===== src/rtl/htd_pkg.sv =====
// htd_pkg: widths, function and register codes, and the structs used by
// the front, queue and back of the huffman tile decoder
// no dependencies
`default_nettype none

package htd_pkg;

    localparam int FUNC_W     = 2;
    localparam int ADDR_W     = 10;
    localparam int BYTE_W     = 8;
    localparam int OFFS_W     = 14;
    localparam int COL_W      = 9;
    localparam int ROW_W      = 8;
    localparam int X_W        = 10;
    localparam int Y_W        = 9;
    localparam int LEN_W      = 11;
    localparam int LINE_W     = 9;
    localparam int ROWEND_W   = 9;
    localparam int CFG_IDX_W  = 2;
    localparam int CFG_DATA_W = 11;
    localparam int REM_W      = 6;
    localparam int QUEUE_DEPTH = 4;

    // item functions
    localparam logic [FUNC_W-1:0] FUNC_BOOK = 2'd0;
    localparam logic [FUNC_W-1:0] FUNC_SEG  = 2'd1;
    localparam logic [FUNC_W-1:0] FUNC_DATA = 2'd2;

    // configuration register indexes
    localparam logic [CFG_IDX_W-1:0] CFG_CODEBOOK_LENGTH = 2'd0;
    localparam logic [CFG_IDX_W-1:0] CFG_LINE_END        = 2'd1;
    localparam logic [CFG_IDX_W-1:0] CFG_ROW_END         = 2'd2;

    localparam logic [LEN_W-1:0]    LEN_RESET     = 11'd1024;
    localparam logic [LINE_W-1:0]   LINE_RESET    = 9'd264;
    localparam logic [ROWEND_W-1:0] ROWEND_RESET  = 9'd256;

    // codebook leaf flags
    localparam logic [BYTE_W-1:0] LEAF_ONE  = 8'h01;
    localparam logic [BYTE_W-1:0] LEAF_ZERO = 8'h02;

    localparam logic [X_W-1:0] PIX_STEP = 10'd8;

    typedef struct packed {
        logic [FUNC_W-1:0] func;
        logic [ADDR_W-1:0] addr;
        logic [BYTE_W-1:0] value;
        logic [X_W-1:0]    sx;
        logic [Y_W-1:0]    sy;
    } t_cmd;

    typedef struct packed {
        logic [BYTE_W-1:0] pixel;
        logic [COL_W-1:0]  column;
        logic [ROW_W-1:0]  row;
        logic              frame_done;
    } t_pix;

    typedef struct packed {
        logic [LEN_W-1:0]    len;
        logic [LINE_W-1:0]   line_end;
        logic [ROWEND_W-1:0] row_end;
    } t_cfg;

endpackage

`default_nettype wire


===== src/rtl/htd_queue.sv =====
// htd_queue: short command queue between the front and the back of the
// huffman tile decoder
// depends on htd_pkg
`default_nettype none

module htd_queue (
    input  logic          i_clk,
    input  logic          i_rst_n,
    input  logic          i_push,
    input  htd_pkg::t_cmd i_cmd,
    output logic          o_full,
    output logic          o_valid,
    output htd_pkg::t_cmd o_cmd,
    input  logic          i_pop
);
    import htd_pkg::*;

    localparam int PTR_W = $clog2(QUEUE_DEPTH);
    localparam int CNT_W = PTR_W + 1;

    t_cmd             r_mem [QUEUE_DEPTH];
    logic [PTR_W-1:0] r_wr;
    logic [PTR_W-1:0] r_rd;
    logic [CNT_W-1:0] r_cnt;

    logic do_pop;

    assign o_full  = r_cnt == CNT_W'(QUEUE_DEPTH);
    assign o_valid = r_cnt != '0;
    assign o_cmd   = r_mem[r_rd];
    assign do_pop  = i_pop && o_valid;

    always_ff @(posedge i_clk) begin
        if (!i_rst_n) begin
            r_wr  <= '0;
            r_rd  <= '0;
            r_cnt <= '0;
        end else begin
            if (i_push) begin
                r_wr <= r_wr + 1'b1;
            end
            if (do_pop) begin
                r_rd <= r_rd + 1'b1;
            end
            if (i_push && !do_pop) begin
                r_cnt <= r_cnt + 1'b1;
            end else if (do_pop && !i_push) begin
                r_cnt <= r_cnt - 1'b1;
            end
        end
    end

    always_ff @(posedge i_clk) begin
        if (i_push) begin
            r_mem[r_wr] <= i_cmd;
        end
    end

endmodule

`default_nettype wire


===== config.mk =====
export PLATFORM = sky130hd
export DESIGN_NAME = htd_queue
export DESIGN_NICKNAME = d
export VERILOG_FILES = /design/src/rtl/htd_pkg.sv /design/src/rtl/htd_queue.sv
export SDC_FILE = /design/constraint.sdc
export NUM_CORES = 1
export LEC_CHECK = 0
export BUFFER_PORTS_ARGS = -buffer_cell sky130_fd_sc_hd__buf_2
export CELL_PAD_IN_SITES_DETAIL_PLACEMENT = 0
export CELL_PAD_IN_SITES_GLOBAL_PLACEMENT = 2
export CORE_UTILIZATION = 40
export CTS_CLUSTER_SIZE = 28
export DETAILED_ROUTE_END_ITERATION = 12
export PLACE_DENSITY = 0.74
export SLEW_MARGIN = 40
export SYNTH_ARGS = -nofsm -noshare
export SYNTH_HDL_FRONTEND = slang
export SYNTH_SLANG_ARGS = --single-unit
export TNS_END_PERCENT = 1

===== constraint.sdc =====
create_clock -name i_clk -period 2.1 [get_ports i_clk]
set_clock_uncertainty 0.1 [all_clocks]
set_input_delay 0.42 -clock i_clk [delete_from_list [all_inputs] [get_ports i_clk]]
set_output_delay 0.42 -clock i_clk [all_outputs]
set_load 0.05 [all_outputs]

---- After elaboration in Yosys (flattened, before gate mapping) ----
Memory sizes are Yosys's and may differ from the RTL's. A register that Yosys moved wholly into a read port is not among the register bits.
Cells that the tools add are included.
storage, ports and cells
  input bits .............................. 43
  register bits after elaboration ......... 7
  memories kept ........................... 1
  output and inout bits ................... 41
  word-level logic and storage cells ...... 22
  RAM bits ................................ 156
memory list
  name   words  width  read ports  clocked after memory_dff  wr ports  RTL line         RTL
  r_mem  4      39     1           1                         1         htd_queue.sv:21  t_cmd r_mem [QUEUE_DEPTH];
operators by class
  mux-type cells .......................... 6
  equal/unequal tests ..................... 1
  reduce and logical (&&, ||, !) cells .... 7
  add/subtract/negate cells ............... 4
operators with widths
  kind                 count
  $mux 3               2
  $add 2x1->2 const B  2
  $mux 2               2
  $add 3x1->3 const B  1
  $eq 3x3->1 const B   1
  $logic_and 1x1->1    3
  $reduce_bool 3->1    1
  $sub 3x1->3 const B  1
  $logic_not 1->1      2
  $mux 1               2
  $reduce_bool 2->1    1

---- Longest topological paths before layout ----
  depth after elaboration ................. 5
  gate-level depth with buffers ........... 7
  mapped depth without buffers ............ 7

---- Worst setup path before layout ----
Ideal clock, no wire load.
  path type ............................... register to output
  from .................................... register r_cnt[2]
  to ...................................... output o_full
  arrival ................................. 1.549 ns
  path slack .............................. 0.031 ns
  cell stages (with the launch flop) ...... 2
  cells stage by stage .................... dfxtp_1 nor3b_1
on the way
  cells in the longest elaborated chain, start to end .. 1
RTL lines
  item                    RTL line         RTL
  from (decl)             htd_queue.sv:24  logic [CNT_W-1:0] r_cnt;
  from (signal assigned)  htd_queue.sv:46  r_cnt <= r_cnt + 1'b1;
  from (signal assigned)  htd_queue.sv:48  r_cnt <= r_cnt - 1'b1;
  $eq 3x3->1              htd_queue.sv:28  assign o_full = r_cnt == CNT_W'(QUEUE_DEPTH);
  to (decl)               htd_queue.sv:11  output logic o_full,
Every way passes these cells.

==> results.cfg <==
[clocking]
h-tree-depth = 4
cts_buffers = 17
cts.sink_count = 165
cts.clk_slew.worst_paths_ns = 0.07
clockBufferDepth = 2
worstSkewPairLatency_ns = 0.43
cts_setup_buffers = 0
clock_tree.root_cell = clkbuf_16
tritoncts = yes

[detailed_routing]
post_drt_wl_per_cell_um = 18.7
dr.pass1.iters = 8
initialDrtViolationCount = 113
totalWireLength_mm = 10.3
via_per_inst = 5.02
drc = 9
postRouteAntennaNets = 0
num_vias = 2764

[floorplan]
core_area_um2 = 14700
die_area_um2 = 15700
die_w_um = 125
num_rows = 44
chipHeight_um = 125
initial_core_util_pct = 41.4
ios = 84

[cells_and_area]
drive_gt1_share_pct = 48.0
final_common_cell = edfxtp_1
fin_util_pct = 53.2
diodes = 0
layout.nets = 403
area_growth_pct = 28.7
fillers = 1149
final_cell_mix = 156 x edfxtp_1, 44 x buf_2, 39 x mux4_2, 39 x buf_6, 18 x clkbuf_16

[synthesis]
synth.distinct_cells = 21
synth_seq_cells = 165
syn-instance-count = 246
yosys_warnings = 0
syn-num-nets = 295
yosysSeqAreaShare_pct = 80.0
synthesis.area_um2 = 6080
avgSynthCellArea_um2 = 24.7

[critical_path]
cp_max_fo = 15
crit_type = reg -> out
cp.arrival_ns = 1.77
cp.required_ns = 1.58
crit_path_start_kind = flop
r2r_cells = 7
worstSetupEndpointType = primary output

[timing]
drv_slew = 0
rsz0062_at_grt = yes
fin_crit_ns = 2.29
fin_ws_ns = -0.185
min_period_over_period_pct = 109
maxSlewHeadroom_pct = 77.6
max_freq_mhz = 438
finalHoldViolations = 0
worstMarginPinSlew_ns = 0.331
setup_viol = 40

[power_and_ir_drop]
power.density_nw_per_um2 = 1370
peakVddDrop_uv = 709
total_power_mw = 10.7
power_leakage_nw = 2.68

[hold_path]
hp-class = in -> reg
min_path_cells = 1

[global_routing]
grt_pass1_wl_mm = 15.9
track_usage_pct = 14.2
antenna_found_initial = 0
grt_max_degree = 33
overflow = 0
grt_pass1_vias = 2973

[run_status]
status = finished with violations
violations = DRC, setup timing

[placed_design]
portBuffers = 83
place_congestion = 0.655
dpl.hpwl_mm = 6.41

[run]
maxCapViolations = 0
[per-stage QoR]
stage                     setup WS, ns  cells  hold slack (ns)  setup TNS (ns)  cell area (µm²)
after floorplan                 0.0306    246            0.402               0             6080
after global placement          0.0525    518            0.423               0             6880
after detailed placement       -0.0508    518            0.462         -0.0508             6880
after CTS                       -0.229    550           0.0913           -7.28             7800
after global routing            -0.258    551           0.0944           -8.72             7830
final                           -0.185    551            0.101           -5.92             7830
[final timing paths]
kind	from	endpoint	slack [ns]
setup / recovery	flop	o_cmd[1]	-0.19
setup reg to reg	r_cnt[1]	r_cnt[2]	-0.02
hold / removal	i_cmd[8]	r_mem[3][8]	0.10
hold reg to reg	r_wr[1]	r_wr[1]	0.47
[Yosys cell counts]
cell      instances  area share, %
buf_4             2           0.25
fa_1              1           0.33
nor2b_1           2           0.21
and2_1            9           0.93
ha_1              5            1.0
o311ai_1          1           0.14
o31ai_2           1           0.21
mux2i_1           2           0.33
mux4_2           39             14
clkbuf_1          2           0.12
nor3b_1           1           0.12
edfxtp_1        156             77
or3_1             2           0.21
xnor2_1           3           0.43
xor2_1            2           0.29
o21ai_0           1          0.082
buf_2             2           0.16
buf_6             2           0.37
a21boi_0          1           0.12
dfxtp_1           9            3.0
inv_1             3           0.19
[layer usage]
metal,up-vias,GRT usage (%),wire length (µm)
met5,-,0,0
met4,0,7.39,179
met3,16,4.24,585
met2,81,23.0,5200
met1,1418,17.4,4340
li1,1249,-,-
[worst max-delay path, stage by stage, from the launching register on]
cell,delay (ns)
dfxtp_4,0.41
buf_12,0.19
mux4_2,0.56
buf_6,0.18
[where the power goes]
part | switching [mW] | internal [mW] | leakage, nW | total, mW
Sequential | 0.106 | 3.81 | 1.51 | 3.91
Combinational | 1.94 | 1.43 | 0.853 | 3.37
Clock | 1.28 | 2.14 | 0.317 | 3.42
Total | 3.33 | 7.38 | 2.68 | 10.7
[repair_timing]
| action | CTS | global route |
|---|---|---|
| gates resized for setup | 80 | 1 |
| hold buffers | 0 | 0 |
| setup endpoints to repair | 40 | 40 |
| cloned | 0 | 1 |
| pin swaps | 0 | 1 |
[sequential cells by signal, summed over array words and instances (netlist names), named ones only]
name	count
r_wr	2
r_rd	2
r_mem	156
r_cnt	3
[layout make-up]
type                    instances  area (µm²)  area share (%)
inverters                       3        11.3           0.144
clock inverters                15         235            3.01
flip-flops and latches        165        4870            62.2
multi-input cells              70        1160            14.9
well taps                     184         230            2.94
clock buffers                  17         425            5.44
repair buffers                 97         890            11.4
[cells by family after synthesis]
| logic type | after synthesis | synth area share, % |
|---|---|---|
| DFF | 165 | 80.0 |
| muxes | 41 | 14.8 |
| and+or+nand+nor | 14 | 1.46 |
| buffers and inverters | 11 | 1.09 |
| adders and majority gates | 6 | 1.36 |
| xor gates and xnor gates | 5 | 0.721 |
| AOI/OAI and AO/OA | 4 | 0.556 |
Note: power is estimated with default switching activity, not from simulation.
