**src/rtl/htd_pkg.sv**
```systemverilog
// htd_pkg: widths, function and register codes, and the structs used by
// the front, queue and back of the huffman tile decoder
// no dependencies
`default_nettype none

package htd_pkg;

    localparam int FUNC_W     = 2;
    localparam int ADDR_W     = 10;
    localparam int BYTE_W     = 8;
    localparam int OFFS_W     = 14;
    localparam int COL_W      = 9;
    localparam int ROW_W      = 8;
    localparam int X_W        = 10;
    localparam int Y_W        = 9;
    localparam int LEN_W      = 11;
    localparam int LINE_W     = 9;
    localparam int ROWEND_W   = 9;
    localparam int CFG_IDX_W  = 2;
    localparam int CFG_DATA_W = 11;
    localparam int REM_W      = 6;
    localparam int QUEUE_DEPTH = 4;

    // item functions
    localparam logic [FUNC_W-1:0] FUNC_BOOK = 2'd0;
    localparam logic [FUNC_W-1:0] FUNC_SEG  = 2'd1;
    localparam logic [FUNC_W-1:0] FUNC_DATA = 2'd2;

    // configuration register indexes
    localparam logic [CFG_IDX_W-1:0] CFG_CODEBOOK_LENGTH = 2'd0;
    localparam logic [CFG_IDX_W-1:0] CFG_LINE_END        = 2'd1;
    localparam logic [CFG_IDX_W-1:0] CFG_ROW_END         = 2'd2;

    localparam logic [LEN_W-1:0]    LEN_RESET     = 11'd1024;
    localparam logic [LINE_W-1:0]   LINE_RESET    = 9'd264;
    localparam logic [ROWEND_W-1:0] ROWEND_RESET  = 9'd256;

    // codebook leaf flags
    localparam logic [BYTE_W-1:0] LEAF_ONE  = 8'h01;
    localparam logic [BYTE_W-1:0] LEAF_ZERO = 8'h02;

    localparam logic [X_W-1:0] PIX_STEP = 10'd8;

    typedef struct packed {
        logic [FUNC_W-1:0] func;
        logic [ADDR_W-1:0] addr;
        logic [BYTE_W-1:0] value;
        logic [X_W-1:0]    sx;
        logic [Y_W-1:0]    sy;
    } t_cmd;

    typedef struct packed {
        logic [BYTE_W-1:0] pixel;
        logic [COL_W-1:0]  column;
        logic [ROW_W-1:0]  row;
        logic              frame_done;
    } t_pix;

    typedef struct packed {
        logic [LEN_W-1:0]    len;
        logic [LINE_W-1:0]   line_end;
        logic [ROWEND_W-1:0] row_end;
    } t_cfg;

endpackage

`default_nettype wire

```
**src/rtl/htd_front.sv**
```systemverilog
// htd_front: input stage of the huffman tile decoder; takes items, drops
// unused function codes and splits the segment offset into column and row
// depends on htd_pkg
`default_nettype none

module htd_front #(
    parameter int ROW_BYTES = 33
) (
    input  logic                        i_clk,
    input  logic                        i_rst_n,
    input  logic                        i_in_valid,
    output logic                        o_in_stall,
    input  logic [htd_pkg::FUNC_W-1:0]  i_func,
    input  logic [htd_pkg::ADDR_W-1:0]  i_book_address,
    input  logic [htd_pkg::BYTE_W-1:0]  i_byte_value,
    input  logic [htd_pkg::OFFS_W-1:0]  i_segment_offset,
    input  logic                        i_full,
    output logic                        o_push,
    output htd_pkg::t_cmd               o_cmd
);
    import htd_pkg::*;

    // reciprocal division, exact for every offset of OFFS_W bits
    localparam int     SHIFT_L = $clog2(ROW_BYTES);
    localparam int     SHIFT   = OFFS_W + SHIFT_L;
    localparam int     RECIP_W = OFFS_W + 2;
    localparam int     PROD_W  = OFFS_W + RECIP_W;
    localparam longint RECIP   =
        ((longint'(1) << SHIFT) + longint'(ROW_BYTES) - 1) / longint'(ROW_BYTES);
    localparam int     QD_W    = OFFS_W + 7;

    logic                r_v;
    logic [FUNC_W-1:0]   r_func;
    logic [ADDR_W-1:0]   r_addr;
    logic [BYTE_W-1:0]   r_value;
    logic [OFFS_W-1:0]   r_offs;
    logic [OFFS_W-1:0]   r_q;

    logic                adv;
    logic [PROD_W-1:0]   prod;
    logic [PROD_W-1:0]   prod_sh;
    logic [QD_W-1:0]     qd;
    logic [QD_W-1:0]     rem_full;
    logic [REM_W-1:0]    rem;

    assign adv        = !r_v || !i_full;
    assign o_in_stall = r_v && i_full;

    assign prod    = PROD_W'(i_segment_offset) * PROD_W'(RECIP);
    assign prod_sh = prod >> SHIFT;

    always_ff @(posedge i_clk) begin
        if (!i_rst_n) begin
            r_v <= 1'b0;
        end else if (adv) begin
            r_v <= i_in_valid;
        end
    end

    always_ff @(posedge i_clk) begin
        if (adv && i_in_valid) begin
            r_func  <= i_func;
            r_addr  <= i_book_address;
            r_value <= i_byte_value;
            r_offs  <= i_segment_offset;
            r_q     <= prod_sh[OFFS_W-1:0];
        end
    end

    // remainder from the registered quotient
    assign qd       = QD_W'(r_q) * QD_W'(ROW_BYTES);
    assign rem_full = QD_W'(r_offs) - qd;
    assign rem      = rem_full[REM_W-1:0];

    assign o_push = r_v && !i_full &&
                    (r_func == FUNC_BOOK || r_func == FUNC_SEG || r_func == FUNC_DATA);

    always_comb begin
        o_cmd.func  = r_func;
        o_cmd.addr  = r_addr;
        o_cmd.value = r_value;
        o_cmd.sx    = X_W'({rem, 3'b000});
        o_cmd.sy    = r_q[Y_W-1:0];
    end

endmodule

`default_nettype wire

```
**config.mk**
```make
export PLATFORM = sky130hd
export DESIGN_NAME = htd_front
export DESIGN_NICKNAME = d
export VERILOG_FILES = /design/src/rtl/htd_pkg.sv /design/src/rtl/htd_front.sv
export SDC_FILE = /design/constraint.sdc
export NUM_CORES = 1
export LEC_CHECK = 0
export BUFFER_PORTS_ARGS = -buffer_cell sky130_fd_sc_hd__buf_2
export CORE_AREA = 4 4 97 99
export DETAILED_ROUTE_END_ITERATION = 10
export DIE_AREA = 0 0 101 103
export PLACE_DENSITY = 0.68
export SLEW_MARGIN = 25
export SYNTH_ARGS = -nofsm -noshare
export SYNTH_HDL_FRONTEND = slang
export SYNTH_SLANG_ARGS = --single-unit
```
**constraint.sdc**
```tcl
create_clock -name i_clk -period 11.7 [get_ports i_clk]
set_input_delay 1.17 -clock i_clk [delete_from_list [all_inputs] [get_ports i_clk]]
set_output_delay 1.17 -clock i_clk [all_outputs]
set_load 0.05 [all_outputs]
```
Yosys cells after proc, flatten, opt, wreduce, memory -nomap -nowiden
Index checks and enable logic that the tools add are counted.

Add/sub/neg operators: 1. Multiply operators: 2. Div/mod/pow operators: 0. Order comparisons: 0. Eq/ne operators: 2. Shift-type cells: 0. Multiplexer cells: 0. Bitwise logic cells: 0. Reductions and logical operators: 10.

Operators with widths (count): 14-bit by 10-bit multiplier with 24-bit output, second input constant (1); 9-bit by 6-bit multiplier with 6-bit output, second input constant (1); 6-bit subtractor (1); 1-bit logical AND (4); 1-bit logical OR (3); 2-bit by 1-bit equality test with 1-bit output, second input constant (1); 2-bit equality test, second input constant (1); 1-bit logical NOT (2); 2-bit logical NOT (1).

Register bits: 36. Bits in latches: 0. RAM bits: 0. Memory bits (read-only): 0. Output and inout port bits: 41. Word-level logic and storage cells: 21. Memories kept: 0.

Longest topological paths before layout
Word-level depth: 4. Mapped depth: 17. Mapped depth without buffers: 17.

Least setup slack after synthesis
OpenSTA, ideal clock, no wires.

Path kind: input port to flip-flop. Start: in i_segment_offset[3] (netlist name). End: reg r_q[5] (data pin). Arrival: 4.851 ns. Required time: 11.438 ns. Slack: 6.587 ns. Stages on the path: 16. Path buffers: 0. Cell sequence: inv_1 > fa_1 > fa_1 > fa_1 > inv_1 > ha_1 > inv_1 > fa_1 > inv_1 > ha_1 > a21oi_1 > o21ai_0 > a41o_2 > a31oi_1 > o21ai_1 > xor2_1.

Cells in the longest elaborated chain, start to end: 1.

RTL lines: start: declaration (RTL line htd_front.sv:16) `input logic [htd_pkg::OFFS_W-1:0] i_segment_offset,`; 14-bit by 10-bit multiplier with 24-bit output (RTL line htd_front.sv:49) `assign prod = PROD_W'(i_segment_offset) * PROD_W'(RECIP);`; named net prod[25] (RTL line htd_front.sv:40) `logic [PROD_W-1:0] prod;`; end signal: assignment (RTL line htd_front.sv:66) `r_q <= prod_sh[OFFS_W-1:0];`; end: declaration (RTL line htd_front.sv:37) `logic [OFFS_W-1:0] r_q;`.

The timed path passes the listed nets, and every way through them passes these cells. A chain may end at the register's enable or synchronous reset.

Final worst setup path
Same ends and word-level chain as after synthesis.

==> results.tsv <==
metric	value	unit
number of vias in the routed layout	2473	
Worst R2R Setup Slack	10.06	ns
vias per inst	4.68	
endpoint of the worst hold path	r_v	
cts repair resizes	0	
clock transition at the register clock pins on the worst setup and hold paths after CTS	0.07	ns
Max IR drop VDD	0.143	mV
Hold Startpoint	r_v	
hold depth	2	
Psw	594	uW
Sinks on Clock Net	36	
total congestion overflow after global routing	0	
Die Y-Extent	103	microns
type of the most critical hold path	flop to flop	
number of filler instances in the final layout	834	
max capacitance violation total	0	
cells after synthesis	339	
ordered cell list for the critical path	buf_2 -> inv_1 -> fa_1 -> fa_1 -> fa_1 -> inv_1 -> ha_1 -> inv_1 -> fa_1 -> inv_1 -> ha_1 -> a21oi_1 -> o21ai_0 -> a41o_2 -> a31oi_1 -> o21ai_1 -> xor2_1	
sum of routed wire segments on met1	2940	microns
Synth async-reset ratio	0	%
count of flip-flops with a built-in enable after synthesis	35	
sum of met3 wire segment lengths after detailed routing	417	microns
final critical path time including I/O delays and setup	5.21	ns
final hold violation count	0	
Setup violations, final	0	
Final Skew	0.00243	ns
number of DRC markers after the initial detailed-route iteration	86	
startpoint types	input port	
hold slack final	0.668	ns
combinational cell fraction of total power	74.8	%
critical path endpoint category	flop	
H-tree Lvls	2	
footprint of the multi-input gates	2360	sq um
internal cell power	532	uW
Post-CTS Hold Fix Bufs	0	
DP HPWL	6080	microns
met2 wire length	3410	microns
dominant synthesized flop cell	sky130_fd_sc_hd__edfxtp_1	
Tightest Pin Transition	0.973	ns
global-route wire length before repair	11800	microns
initial core utilization	44.5	%
setup repair after global routing missed its margin	no	
via count of the first global-routing pass	2644	
antenna violations before repair	0	
endpoint arrival time on the critical path	5.23	ns
required time reported for the critical path endpoint	11.73	ns
worst setup path class	input port to flop	
share of layout cells above drive strength 1	21.0	%
GRT Overall Usage	14.3	%
max-slew violation total from the final report	0	
Detailed Route WL	6860	microns
Max-slew headroom	35.0	%
I/O Buffers	74	
ranking of synthesized cells by area	sky130_fd_sc_hd__edfxtp_1 28%, sky130_fd_sc_hd__ha_1 25%, sky130_fd_sc_hd__fa_1 22%, sky130_fd_sc_hd__inv_1 9.7%, sky130_fd_sc_hd__xnor2_1 3.5%	
maximum single-stage delay on the critical path	0.57	ns
run status	completed	
pwr/cell area	257	nW/um^2
uppermost signal routing layer after detailed routing	met4	
pin count of the biggest net entering global routing	36	
most common cell in the netlist	sky130_fd_sc_hd__inv_1	
register share of total power	17.5	%
total die area	10400	sq um
maximum clock path buffer count	2	
fraction of power consumed by the clock network	7.7	%
endpoint of the worst-slack reg-to-reg timing path	r_q[4]	
total core area	8550	sq um
diode count	0	
synthesized cell area	3810	sq um
growth of design area from synthesis to finish	15.3	%
share of the synthesized area in the top cell type	27.6	%
cell chosen for the clock root	sky130_fd_sc_hd__clkbuf_8	
final weighted congestion in routability-driven placement	0.856	
maximum net fanout on the critical path	5	
net switching fraction of the power	52.7	%
source of the worst register-to-register timing path	r_v	
mean post-synth cell area	11.2	sq um
critical path startpoint	i_segment_offset[3]	
post-detailed-route wirelength per cell	13.0	microns
clock latency at the later pin of the worst-skew pair	0.28	ns
storage element area	1070	sq um
IO Pins	79	
Placed Cells incl. Taps	520	
number of unique standard cell types used by synthesis	36	
1st-pass router iterations	4	
YS warnings	0	
number of design rule violations left after detail routing	0	
final-layout setup total negative slack	0	ns
TritonCTS clock tree	built	
Critical-path top delay cell	sky130_fd_sc_hd__fa_1	
synth cell count leaders	98 x sky130_fd_sc_hd__inv_1, 76 x sky130_fd_sc_hd__ha_1, 41 x sky130_fd_sc_hd__fa_1	
sequential element share of the synthesized area	28.1	%
final clock period utilization by the worst path	44.5	%
Layout Nets	574	
leakage dissipation	0.00233	uW
number of cells in the finished layout apart from fillers	528	
post-CTS setup repair buffer count	0	
max frequency	0.192	GHz
number of synthesized register bits	36	
num rows	34	
die boundary width	101	microns
post-synthesis cell type with the largest combined area	sky130_fd_sc_hd__edfxtp_1	
number of antenna-violating nets in the routed design	0	
length in cells of the worst reg-to-reg path	2	
cts bufs inserted	5	
-- area by class of cell --
type,count,area share [%]
Sequential cell,36,24.4
Clock inverter,3,0.428
Inverter,98,8.38
Clock buffer,5,1.57
Tap cell,108,3.08
Timing Repair Buffer,74,8.44
Multi-Input combinational cell,204,53.7
-- how the worst max path moves through the flow --
| stage | end | cells past startpoint |
|---|---|---|
| 2_1_floorplan | r_q[5] | 16 |
| 3_3_place_gp | r_q[5] | 17 |
| 3_5_place_dp | r_q[5] | 17 |
| 4_1_cts | r_q[5] | 17 |
| 5_1_grt | r_q[5] | 17 |
| 6_report | r_q[5] | 17 |
-- routing by layer --
metal,vias to the layer above,track usage (%)
met4,0,4.19
met5,-,0
li1,1235,-
met1,1170,18.0
met2,59,25.4
met3,9,2.17
-- stage by stage --
stage | total power, uW | setup slack (ns) | instance area [sq um] | util (%)
3_5_place_dp | 1050 | 6.16 | 4300 | 50.3
2_1_floorplan | 868 | 6.59 | 3820 | -
4_1_cts | 1140 | 6.47 | 4390 | 51.3
3_3_place_gp | 1030 | 6.28 | 4300 | 50.3
6_report | 1130 | 6.49 | 4390 | 51.3
5_1_grt | 1250 | 6.28 | 4390 | 51.3
-- cell usage in the layout (no fill, tap or decap), drive strengths merged, types with 2 or more instances in the layout --
cell type / instances
a31oi: 3
conb: 4
and2: 2
a21oi: 12
a21o: 6
nor3: 2
xor2: 6
nor2: 5
xnor2: 15
edfxtp: 35
clkinv: 3
ha: 76
nand2: 9
clkbuf: 5
buf: 74
a211oi: 3
fa: 41
nor2b: 2
inv: 98
o21ai: 4
-- registers in the layout, summed over array words and instances (netlist names) --
signal	cells
r_addr	10
r_v	1
r_func	2
r_offs	6
r_value	8
r_q	9
-- kinds of logic (layout without fill, tap and decap cells) --
logic type / count (synthesis) / count (layout) / share of synthesized area [%]
buffers and inverters: 102 / 180 / 10.5
AND/OR/NAND/NOR: 26 / 26 / 3.32
adder cells (fa/ha/maj): 117 / 117 / 46.5
AO/OA/AOI/OAI: 36 / 36 / 6.64
XOR/XNOR: 21 / 21 / 4.83
flip-flops: 36 / 36 / 28.1
other: 1 / 4 / 0.0985
-- power by group through the flow --
stage	Sequential (uW)	Combinational, uW	Clock (uW)
after floorplan	269	598	0
after global placement	200	829	0
after detailed placement	201	846	0
after CTS	198	855	92.1
after global routing	201	948	96.4
final	197	843	86.8
-- critical path, delay by kind of cell --
family          cells  cell delay (ns)
xor+xnor            1             0.16
buf+inv             5             0.39
compound gates      5             0.90
fa+ha+maj           6             2.62
(Power assumes the default switching activity.)
